[config.mk]
export PLATFORM = sky130hd
export DESIGN_NAME = flash_journal_slot_scanner
export DESIGN_NICKNAME = d
export VERILOG_FILES = /design/src/rtl/fjss_pkg.sv /design/src/rtl/flash_journal_slot_scanner.sv
export SDC_FILE = /design/constraint.sdc
export NUM_CORES = 1
export LEC_CHECK = 0
export BUFFER_PORTS_ARGS = -buffer_cell sky130_fd_sc_hd__buf_2
export CELL_PAD_IN_SITES_DETAIL_PLACEMENT = 2
export CELL_PAD_IN_SITES_GLOBAL_PLACEMENT = 2
export CORE_MARGIN = 1.5
export CORE_UTILIZATION = 40
export DETAILED_ROUTE_END_ITERATION = 8
export GPL_TIMING_DRIVEN = 0
export PLACE_DENSITY_LB_ADDON = 0.1
export SYNTH_ARGS = -nofsm -noshare
export SYNTH_HDL_FRONTEND = slang
export SYNTH_SLANG_ARGS = --single-unit
[constraint.sdc]
create_clock -name clock -period 7.8 [get_ports clock]
set_input_delay 0.39 -clock clock [delete_from_list [all_inputs] [get_ports clock]]
set_output_delay 0.39 -clock clock [all_outputs]
set_load 0.01 [all_outputs]
[src/rtl/fjss_pkg.sv]
// ----------------------------------------------------------------------------
// fjss_pkg
// Types, constants and the CRC16-Modbus byte step for the journal slot scanner.
// ----------------------------------------------------------------------------
`default_nettype none

package fjss_pkg;

   // width of the index fields in the summary
   localparam int unsigned IDX_W = 13;

   // configuration register indexes
   localparam int unsigned CSR_IDX_W = 1;
   localparam logic [CSR_IDX_W-1:0] CSR_RECORD_MAGIC = 1'd0;
   localparam logic [CSR_IDX_W-1:0] CSR_ERASED_WORD  = 1'd1;

   // register reset values
   localparam logic [31:0] RECORD_MAGIC_RESET = 32'h0000_0000;
   localparam logic [31:0] ERASED_WORD_RESET  = 32'hFFFF_FFFF;

   // CRC16-Modbus: reflected, poly 0xA001, init 0xFFFF, no final xor
   localparam logic [15:0] CRC_INIT = 16'hFFFF;
   localparam logic [15:0] CRC_POLY = 16'hA001;

   // next sequence value when no record precedes the first free slot
   localparam logic [31:0] SEQ_START = 32'd1;

   typedef struct packed {
      logic [31:0] slot_magic;
      logic [31:0] slot_sequence;
      logic [31:0] slot_high_bits;
      logic [31:0] slot_low_bits;
      logic [15:0] slot_check;
      logic        last_slot;
   } req_type;

   typedef struct packed {
      logic             record_found;
      logic [IDX_W-1:0] newest_index;
      logic [31:0]      newest_sequence;
      logic [31:0]      newest_high_bits;
      logic [31:0]      newest_low_bits;
      logic             free_found;
      logic [IDX_W-1:0] first_free_index;
      logic [31:0]      next_sequence;
      logic             compact_needed;
   } rsp_type;

   // one byte through the reflected CRC register (pure xor network)
   function automatic logic [15:0] crc_byte(input logic [15:0] crc, input logic [7:0] data);
      logic [15:0] c;
      c = crc ^ {8'h00, data};
      for (int b = 0; b < 8; b++) begin
         c = c[0] ? ((c >> 1) ^ CRC_POLY) : (c >> 1);
      end
      return c;
   endfunction

endpackage

`default_nettype wire

[src/rtl/flash_journal_slot_scanner.sv]
// ----------------------------------------------------------------------------
// flash_journal_slot_scanner
// Scans journal slots in order and reports newest record, first free slot
// and the next append sequence once the last slot of a scan has arrived.
// ----------------------------------------------------------------------------
// One slot transfer is taken per clock. The CRC16-Modbus check over the 16
// header bytes is a pure xor network, so a slot is classified, checked and
// folded into the scan state as it leaves the input register; the summary
// is loaded into the rsp output register as the last slot leaves it. The
// rsp output register lets slots keep flowing while a summary waits; only a
// last slot arriving behind an untaken summary holds the input. Configuration
// writes take effect on the next clock and belong in idle time.
// ----------------------------------------------------------------------------
`default_nettype none

module flash_journal_slot_scanner #(
   parameter int unsigned SLOT_COUNT = 8192
) (
   input  wire                           clock,
   input  wire                           reset,
   // slot input
   input  wire                           req_valid,
   output logic                          req_ready,
   input  wire fjss_pkg::req_type        req_data,
   // summary output
   output logic                          rsp_valid,
   input  wire                           rsp_ready,
   output fjss_pkg::rsp_type             rsp_data,
   // configuration writes
   input  wire                           csr_we,
   input  wire [fjss_pkg::CSR_IDX_W-1:0] csr_index,
   input  wire [31:0]                    csr_wdata
);

   localparam int unsigned POS_W = (SLOT_COUNT > 1) ? $clog2(SLOT_COUNT) : 1;
   localparam logic [POS_W-1:0] POS_LAST = POS_W'(SLOT_COUNT - 1);

   // configuration registers
   logic [31:0] record_magic_ff;
   logic [31:0] erased_word_ff;

   // input and output registers
   logic              s1_valid_ff;
   fjss_pkg::req_type s1_data_ff;
   logic              rsp_valid_ff;
   fjss_pkg::rsp_type rsp_data_ff;
   fjss_pkg::rsp_type rsp_data_in;

   // scan state
   logic [POS_W-1:0] pos_ff, pos_in;
   logic             have_rec_ff, have_rec_in;
   logic [POS_W-1:0] best_pos_ff, best_pos_in;
   logic [31:0]      best_seq_ff, best_seq_in;
   logic [31:0]      best_hi_ff, best_hi_in;
   logic [31:0]      best_lo_ff, best_lo_in;
   logic             have_free_ff, have_free_in;
   logic [POS_W-1:0] free_pos_ff, free_pos_in;
   logic [31:0]      up_seq_ff, up_seq_in;

   // handshake
   logic out_free;
   logic s1_move;
   logic is_free;
   logic is_rec;
   logic crc_ok;
   logic rec_ok;
   logic [15:0] crc_full;

   logic [POS_W+fjss_pkg::IDX_W-1:0] best_pos_ext;
   logic [POS_W+fjss_pkg::IDX_W-1:0] free_pos_ext;

   // a held slot moves on unless it closes a scan and the summary slot is busy
   assign out_free  = !rsp_valid_ff || rsp_ready;
   assign s1_move   = s1_valid_ff && (!s1_data_ff.last_slot || out_free);
   assign req_ready = !s1_valid_ff || s1_move;

   assign rsp_valid = rsp_valid_ff;
   assign rsp_data  = rsp_data_ff;

   // CRC over the 16 header bytes, each word little-endian
   always_comb begin
      logic [15:0] c;
      c = fjss_pkg::CRC_INIT;
      for (int k = 0; k < 4; k++) begin
         c = fjss_pkg::crc_byte(c, s1_data_ff.slot_magic[8*k +: 8]);
      end
      for (int k = 0; k < 4; k++) begin
         c = fjss_pkg::crc_byte(c, s1_data_ff.slot_sequence[8*k +: 8]);
      end
      for (int k = 0; k < 4; k++) begin
         c = fjss_pkg::crc_byte(c, s1_data_ff.slot_high_bits[8*k +: 8]);
      end
      for (int k = 0; k < 4; k++) begin
         c = fjss_pkg::crc_byte(c, s1_data_ff.slot_low_bits[8*k +: 8]);
      end
      crc_full = c;
   end

   // slot classification; erased wins over a matching magic
   assign is_free = (s1_data_ff.slot_magic == erased_word_ff);
   assign is_rec  = (s1_data_ff.slot_magic == record_magic_ff);
   assign crc_ok  = (crc_full == s1_data_ff.slot_check);
   assign rec_ok  = !is_free && is_rec && crc_ok;

   // scan state update for the held slot
   always_comb begin
      have_rec_in  = have_rec_ff;
      best_pos_in  = best_pos_ff;
      best_seq_in  = best_seq_ff;
      best_hi_in   = best_hi_ff;
      best_lo_in   = best_lo_ff;
      have_free_in = have_free_ff;
      free_pos_in  = free_pos_ff;
      up_seq_in    = up_seq_ff;

      // first erased slot is the append target
      if (is_free && !have_free_ff) begin
         have_free_in = 1'b1;
         free_pos_in  = pos_ff;
      end

      // newest record, first one wins on equal sequence
      if (rec_ok && (!have_rec_ff || (s1_data_ff.slot_sequence > best_seq_ff))) begin
         have_rec_in = 1'b1;
         best_pos_in = pos_ff;
         best_seq_in = s1_data_ff.slot_sequence;
         best_hi_in  = s1_data_ff.slot_high_bits;
         best_lo_in  = s1_data_ff.slot_low_bits;
      end

      // next sequence only follows records before the first free slot;
      // once it wraps to zero it sticks
      if (rec_ok && !have_free_ff && (up_seq_ff != 32'd0) &&
          (s1_data_ff.slot_sequence >= up_seq_ff)) begin
         up_seq_in = s1_data_ff.slot_sequence + 32'd1;
      end

      pos_in = (pos_ff == POS_LAST) ? '0 : pos_ff + POS_W'(1);
   end

   // index fields carry the low bits of the slot position
   assign best_pos_ext = {{fjss_pkg::IDX_W{1'b0}}, best_pos_in};
   assign free_pos_ext = {{fjss_pkg::IDX_W{1'b0}}, free_pos_in};

   // summary from the updated state
   always_comb begin
      rsp_data_in.record_found     = have_rec_in;
      rsp_data_in.newest_index     = best_pos_ext[fjss_pkg::IDX_W-1:0];
      rsp_data_in.newest_sequence  = best_seq_in;
      rsp_data_in.newest_high_bits = best_hi_in;
      rsp_data_in.newest_low_bits  = best_lo_in;
      rsp_data_in.free_found       = have_free_in;
      rsp_data_in.first_free_index = free_pos_ext[fjss_pkg::IDX_W-1:0];
      rsp_data_in.next_sequence    = up_seq_in;
      rsp_data_in.compact_needed   = !have_free_in;
   end

   // control and scan state
   always_ff @(posedge clock) begin
      if (reset) begin
         record_magic_ff <= fjss_pkg::RECORD_MAGIC_RESET;
         erased_word_ff  <= fjss_pkg::ERASED_WORD_RESET;
         s1_valid_ff     <= 1'b0;
         rsp_valid_ff    <= 1'b0;
         pos_ff          <= '0;
         have_rec_ff     <= 1'b0;
         best_pos_ff     <= '0;
         best_seq_ff     <= '0;
         best_hi_ff      <= '0;
         best_lo_ff      <= '0;
         have_free_ff    <= 1'b0;
         free_pos_ff     <= '0;
         up_seq_ff       <= fjss_pkg::SEQ_START;
      end else begin
         // register writes
         if (csr_we) begin
            unique case (csr_index)
               fjss_pkg::CSR_RECORD_MAGIC: record_magic_ff <= csr_wdata;
               fjss_pkg::CSR_ERASED_WORD:  erased_word_ff  <= csr_wdata;
            endcase
         end

         // input register valid
         if (req_ready) begin
            s1_valid_ff <= req_valid;
         end

         // summary output register
         if (s1_move && s1_data_ff.last_slot) begin
            rsp_valid_ff <= 1'b1;
         end else if (rsp_ready) begin
            rsp_valid_ff <= 1'b0;
         end

         // scan state, cleared after the summary
         if (s1_move) begin
            if (s1_data_ff.last_slot) begin
               pos_ff       <= '0;
               have_rec_ff  <= 1'b0;
               best_pos_ff  <= '0;
               best_seq_ff  <= '0;
               best_hi_ff   <= '0;
               best_lo_ff   <= '0;
               have_free_ff <= 1'b0;
               free_pos_ff  <= '0;
               up_seq_ff    <= fjss_pkg::SEQ_START;
            end else begin
               pos_ff       <= pos_in;
               have_rec_ff  <= have_rec_in;
               best_pos_ff  <= best_pos_in;
               best_seq_ff  <= best_seq_in;
               best_hi_ff   <= best_hi_in;
               best_lo_ff   <= best_lo_in;
               have_free_ff <= have_free_in;
               free_pos_ff  <= free_pos_in;
               up_seq_ff    <= up_seq_in;
            end
         end
      end
   end

   // payload registers
   always_ff @(posedge clock) begin
      if (req_ready) begin
         s1_data_ff <= req_data;
      end
      if (s1_move && s1_data_ff.last_slot) begin
         rsp_data_ff <= rsp_data_in;
      end
   end

endmodule

`default_nettype wire

==> summary.md, run 1 <==
| Metric | Value |
|---|---|
| Status | `completed` |
| Clk Latency, worst-skew pair | `~0.67 ns` |
| Clock Tree Buf Depth | `3` |
| Max-cap viol count | `0` |
| CP Data Arrival Time | `between 6 and 7 ns` |
| Met2 Use GR | `53.84%` |
| Crit path kind | `register to register` |
| Max Fanout on Critical Path | `10` |
| Worst Hold Class | `input port to register` |
| Fmax | `157.1 MHz` |
| GR Util met1 | `approximately 34%` |
| Fin crit period | `between 6 and 7 ns` |
| CTS tree | `done` |
| Post-synth EDFFs | `approximately 300` |
| Die H | `around 260 µm` |
| Critical Path RT | `about 8.3 ns` |
| CTS Buf Count | `60` |
| Share of the yosys chip area belonging to registers | `between 50 and 60%` |
| Mapped Nets | `approximately 2200` |
| DR vias | `approximately 18000` |
| Finished layout cell area | `approximately 32000 µm²` |
| Reg clk slew, reported paths | `~0.060 ns` |
| Post-route ant nets | `0` |
| Critical path startpoint category | `register` |
| Avg WL per Cell | `28.33 µm` |
| Synthesized cell area | `25450 µm²` |
| Post-synthesis cell type count | `between 50 and 60` |
| DR vias/cell | `around 5.4` |
| Vias in the first global route | `just over 20000` |
| Fin Clk Skew | `0.04759 ns` |
| Worst Hold Depth | `3` |
| #FFs+latches synth | `about 540` |
| Nets@finish | `roughly 2700` |
| Setup slack after layout | `about 1.4 ns` |
| Cell taking the most area after synthesis | `edfxtp_1` |
| Yosys top cell area share | `a little over a third` |
| Multi-input logic area | `between 10000 and 15000 µm²` |
| Die area | `between 60000 and 70000 µm²` |
| Detailed placement HPWL | `between 60 and 70 mm` |
| CP endpoint kind | `register` |
| Ys flop type | `edfxtp_1` |
| Gr ovfl total | `0` |
| Residual DRC | `0` |
| IO buf count | `340` |
| Top post-synthesis cells by area | `edfxtp_1 (36%), dfxtp_1 (18%), xnor2_1 (7.8%)` |
| Area delta synth->final | `26.10%` |
| H-tree lvl count | `2` |
| YS warnings | `0` |
| DRT Pass-1 Iters | `5` |
| Fin. max-slew vios | `0` |
| Final Cycle Share | `between 80 and 90%` |
| P per Cell Area | `between 300 and 400 nW/µm²` |
| Post-CTS resize count | `0` |
| Final setup viols | `0` |
| Clock root buffer | `clkbuf_16` |
| RePlAce Congestion | `roughly 0.86` |
| DRT iter0 DRCs | `around 1000` |
| Share of cells above drive strength 1 | `about a quarter` |
| RSZ-0062 raised after global routing | `false` |
| Relative slew slack | `under 10%` |
| Most used routing layer in global routing | `met2` |
| Leakage | `between 10 and 15 nW` |
| Final hold viol count | `0` |
| Register area | `~14000 µm²` |
| Initial antenna violation count | `3` |
| Die width | `roughly 260 µm` |
| All-Layer GR Usage | `around 29%` |
| Pin count of the biggest net entering global routing | `between 50 and 60` |
| Worst-Margin Slew | `1.405 ns` |
| Final wirelength | `approximately 96 mm` |
| FP Rows | `92` |
| First-pass GRT wire length | `between 100 and 150 mm` |
| Core ar. | `between 60000 and 70000 µm²` |
| Filler cells | `6107` |
| Starting Density | `approximately 40%` |
| M3 GR Usage | `4.241%` |
| Post-synthesis cell count | `around 1900` |
| Io pins | `342` |
| CTS Sinks | `537` |
| Async set or reset register ratio after synthesis | `0%` |
| Cells on worst reg2reg path | `15` |
| Avg Cell Area, Syn | `~13 µm²` |
| Area after DPL | `~28000 µm²` |
| Place WS | `about 1.6 ns` |
| Worst vdd ir | `between 0.4 and 0.5 mV` |
per-stage QoR:
stage	TNS (ns)	util (%)	hold WS [ns]	total power, mW	std cells
after floorplan	0	-	0.4403	5.864	1933
after detailed placement	0	45.08	0.4621	6.704	3125
after CTS	0	50.96	0.005683	9.922	3392
after global routing	0	50.97	0.03362	10.43	3393
after global placement	-169.99	44.80	0.4514	6.617	3119
final	0	50.97	0.03023	10.10	3394
flip-flops by register name, summed over array words and instances (netlist names), 13 cells and up:
register,flops
best_hi_ff,32
best_lo_ff,32
best_pos_ff,13
best_seq_ff,32
erased_word_ff,32
free_pos_ff,13
pos_ff,13
record_magic_ff,32
rsp_data,157
s1_data_ff,145
up_seq_ff,32
report_power, final:
| group | internal (mW) | switching, mW |
|---|---|---|
| Sequential | 3.05 | 0.0920 |
| Clock | 1.88 | 1.28 |
| Combinational | 1.90 | 1.90 |
layer usage:
layer  share of wire, %  routed length (µm)
met1                 39               37400
met2                 53               50620
met4                4.2                4016
met5                  0                   0
met3                4.3                4111
cells in the final DEF, fill, tap and decap left out, drive strengths merged, types with 15 or more instances in the layout:
master,instances
a211o,33
a21o,35
a21oi,48
a22o,109
a32o,30
and3,42
buf,389
clkbuf,151
clkinv,18
dfxtp,235
dlygate4sd3,153
edfxtp,302
ha,66
inv,74
mux2,151
nand2,91
nand3,22
nand4,40
nor2,58
nor4,15
xnor2,230
xnor3,63
xor2,70
xor3,17
synthesized netlist by cell type (all sizes together) (2+ instances only):
cell type / n
nand4: 40
xnor2: 230
nand3: 22
a32o: 30
a22oi: 14
o21ai: 14
mux2i: 3
a221oi: 2
nor2: 58
xnor3: 63
nor4: 15
nor3: 11
and2: 5
or3: 3
a22o: 109
inv: 70
clkbuf: 79
a31oi: 3
ha: 66
and3: 42
nor2b: 8
o221a: 2
edfxtp: 302
buf: 43
mux2: 151
xor2: 70
dfxtp: 235
a21o: 35
a21oi: 48
nand2: 91
nand2b: 5
a211o: 33
xor3: 17
worst paths after layout:
kind | from | end | slack, ns
max | s1_data_ff[133] | best_seq_ff[5] | 1.43
min | csr_wdata[29] | record_magic_ff[29] | 0.03
max reg2reg | s1_data_ff[133] | best_seq_ff[5] | 1.43
min reg2reg | record_magic_ff[21] | record_magic_ff[21] | 0.47
critical path, cell delays in order (launching register included):
cell and delay (ns):
edfxtp_1 0.39, clkbuf_1 0.28, xnor2_1 0.49, xnor3_1 0.65, xnor2_2 0.35, xnor3_1 0.32
xnor3_2 0.44, xnor2_2 0.27, xnor3_1 0.41, xnor3_1 0.41, mux2_2 0.44, or3_1 0.39
buf_2 0.18, o2bb2ai_2 0.36, clkbuf_1 0.48, a22o_1 0.38
cell families after synthesis:
group	synth area share, %
AOI/OAI and AO/OA	9.174
xor gates and xnor gates	17.59
adders and majority gates	3.245
buffers and inverters	3.073
DFF	54.12
muxes	6.799
and+or+nand+nor	6.003
final cells by class:
cell class	count	area share (%)
Antenna cell	2	0.01559
Buffer	122	1.618
Clock buffer	72	5.013
Clock inverter	42	1.754
Inverter	70	0.8187
Multi-Input combinational cell	1204	34.00
Sequential cell	537	42.91
Tap cell	846	3.298
Timing Repair Buffer	499	10.56
timing repair:
item	in CTS	in global routing
setup buffers	0	0
endpoints found under the hold margin	153	0
hold buffers	153	0
(Power assumes the default switching activity.)
==> run 2: changes to the inputs <==
CORE_UTILIZATION = 36   (was 40)
clock period = 5.6 ns   (was 7.8 ns; I/O delays follow)
==> summary.md, run 2 (synthesis results as in run 1) <==
| Metric | Value |
|---|---|
| Area delta synth->final | `28.75% (was 26.10%)` |
| Max incr delay on CP | `0.56 ns (was 0.65 ns)` |
| Gr ovfl total | `0 (unchanged)` |
| CP Data Arrival Time | `6.05 ns (was 6.88 ns)` |
| CP Launch Point | `s1_data_ff[121] (was s1_data_ff[133])` |
| Die area | `72300 µm² (was 65150 µm²)` |
| Core ar. | `70030 µm² (was 62970 µm²)` |
| Post-route ant nets | `0 (unchanged)` |
| Fin. max-slew vios | `0 (unchanged)` |
| Relative slew slack | `23.75% (was 5.475%)` |
| Filler cells | `6957 (was 6107)` |
| DR vias | `18130 (was 18290)` |
| Fmax | `180.6 MHz (was 157.1 MHz)` |
| Io pins | `342 (unchanged)` |
| Crit-path leading delay family | `XOR/XNOR gates (unchanged)` |
| DR top layer | `met4 (unchanged)` |
| Place WS | `-0.6158 ns (was 1.580 ns)` |
| Max Fanout on Critical Path | `10 (unchanged)` |
| Initial antenna violation count | `2 (was 3)` |
| RePlAce Congestion | `0.8711 (was 0.8600)` |
| CTS Buf Count | `61 (was 60)` |
| H-tree lvl count | `2 (unchanged)` |
| All-Layer GR Usage | `25.55% (was 29.35%)` |
| IO buf count | `340 (unchanged)` |
| Post-Route M1 WL | `38.85 mm (was 37.40 mm)` |
| CTS Sinks | `537 (unchanged)` |
| Final hold slack | `0.1121 ns (was 0.03023 ns)` |
| CP endpoint kind | `register (unchanged)` |
| Pin count of the biggest net entering global routing | `58 (was 53)` |
| Avg WL per Cell | `26.37 µm (was 28.33 µm)` |
| Detailed placement HPWL | `67.48 mm (was 66.12 mm)` |
| P per Cell Area | `416.8 nW/µm² (was 314.8 nW/µm²)` |
| Starting Density | `36.34% (was 40.42%)` |
| Critical Path RT | `6.12 ns (was 8.32 ns)` |
| FF-to-FF Start | `s1_data_ff[121] (was s1_data_ff[133])` |
| Nets@finish | `2786 (was 2743)` |
| Max reg flops | `157 (unchanged)` |
| Crit path kind | `register to register (unchanged)` |
| Reg clk slew, reported paths | `0.06 ns (about the same)` |
| Status | `completed (unchanged)` |
| Layout Cells excl Fill | `3530 (was 3394)` |
| Wire length on met2 | `48.39 mm (was 50.62 mm)` |
| DRT Pass-1 Iters | `4 (was 5)` |
| Hold Path Origin | `rsp_ready (was csr_wdata[29])` |
| Register area | `13770 µm² (unchanged)` |
| Leakage | `13.77 nW (was 13.41 nW)` |
| First-pass GRT wire length | `134.8 mm (was 137.4 mm)` |
| Clock root buffer | `clkbuf_16 (unchanged)` |
| Total power | `13.66 mW (was 10.10 mW)` |
| Most frequent cells in the layout | `buf_2 (367), edfxtp_1 (302), dfxtp_1 (235), xnor2_1 (204), dlygate4sd3_1 (178) (was buf_2 (374), edfxtp_1 (302), dfxtp_1 (235), xnor2_1 (227), dlygate4sd3_1 (153))` |
| Vias in the first global route | `20360 (was 20670)` |
| Antenna fix cells | `0 (was 2)` |
| Die H | `268.9 µm (was 255.2 µm)` |
| Worst vdd ir | `0.9804 mV (was 0.4617 mV)` |
| Final wirelength | `93.10 mm (was 96.15 mm)` |
| Final hold viol count | `0 (unchanged)` |
| Final Cycle Share | `98.86% (was 81.63%)` |
| DRT iter0 DRCs | `839 (was 1020)` |
| Final core occ | `46.79% (was 50.97%)` |
| FP Rows | `97 (was 92)` |
| Fin crit period | `5.536 ns (was 6.367 ns)` |
| Clk Latency, worst-skew pair | `0.64 ns (was 0.67 ns)` |
| Residual DRC | `0 (unchanged)` |
| Area after DPL | `28500 µm² (was 28390 µm²)` |
| Clock Tree Buf Depth | `3 (unchanged)` |
| Slowest CP cell | `xnor3_2 (was xnor3_1)` |
| Fin Setup TNS | `0 ns (unchanged)` |
| CTS tree | `done (unchanged)` |
| Setup slack after layout | `0.06362 ns (was 1.433 ns)` |
| Finished layout cell area | `32770 µm² (was 32090 µm²)` |
| Fin Clk Skew | `0.03223 ns (was 0.04759 ns)` |
| Die width | `268.9 µm (was 255.2 µm)` |
| Worst Hold Class | `input port to register (unchanged)` |
| Share of cells above drive strength 1 | `27.68% (was 25.37%)` |
| Max-cap viol count | `0 (unchanged)` |
| Final setup viols | `0 (unchanged)` |
| Metal3 WL | `2.977 mm (was 4.111 mm)` |
| Crit path cell chain | `clkbuf_4, xnor3_2, xnor2_4, xnor3_2, xnor3_1, xnor3_2, xnor2_2, xnor3_1, xnor3_1, mux2_4, or3_1, buf_2, o2bb2ai_2, clkbuf_1, a22o_1 (was clkbuf_1, xnor2_1, xnor3_1, xnor2_2, xnor3_1, xnor3_2, xnor2_2, xnor3_1, xnor3_1, mux2_2, or3_1, buf_2, o2bb2ai_2, clkbuf_1, a22o_1)` |
| Commonest non-fill, non-tap cell in the layout | `buf_2 (unchanged)` |
| Worst path bufs/invs | `3 (unchanged)` |
| Critical path startpoint category | `register (unchanged)` |
| Multi-input logic area | `11220 µm² (was 10910 µm²)` |
| Worst-Margin Slew | `1.144 ns (was 1.405 ns)` |
| DR vias/cell | `5.137 (was 5.389)` |
| Post-Place Cells | `3219 (was 3125)` |
## run 2: worst reg2reg max path, stage by stage (launching register included)
cell	delay, ns
edfxtp_1	0.35
clkbuf_4	0.22
xnor3_2	0.56
xnor2_4	0.25
xnor3_2	0.32
xnor3_1	0.40
xnor3_2	0.44
xnor2_2	0.21
xnor3_1	0.33
xnor3_1	0.42
mux2_4	0.37
or3_1	0.38
buf_2	0.22
o2bb2ai_2	0.32
clkbuf_1	0.33
a22o_1	0.29
## run 2: path summary, 6_finish.rpt
check	slack [ns]	endpoint	depth (start not counted)
min reg2reg	0.47	record_magic_ff[28]	2
max reg2reg	0.06	best_seq_ff[19]	15
max	0.06	best_seq_ff[19]	15
min	0.11	rsp_valid	4
## run 2: metal layers
layer,GRT usage [%],vias up
met2,46.89,390
met1,31.17,9324
met5,0,-
met4,7.926,0
li1,-,8271
met3,2.904,147
## run 2: report_power, final
part | total [mW] | internal [mW] | switching [mW]
logic | 5.29 | 2.83 | 2.46
registers | 4.37 | 4.25 | 0.123
clock network | 3.99 | 2.29 | 1.71
## run 2: timing repair
| item | in CTS | in global routing |
|---|---|---|
| gates resized for setup | 55 | 36 |
| hold buffers | 178 | 0 |
| buffers inserted | 18 | 6 |
| endpoints found under the setup margin | 280 | 260 |
| endpoints found under the hold margin | 187 | 0 |
| pin swaps | 5 | 6 |
| cloned | 0 | 1 |
## run 2: area by class of cell
type / count / area share (%)
buffer: 114 / 1.711
timing repair buffer: 548 / 11.64
multi-input combinational: 1205 / 34.24
tap: 940 / 3.589
inverter: 70 / 0.8018
clock inverter: 21 / 0.6300
clock buffer: 95 / 5.357
sequential: 537 / 42.03
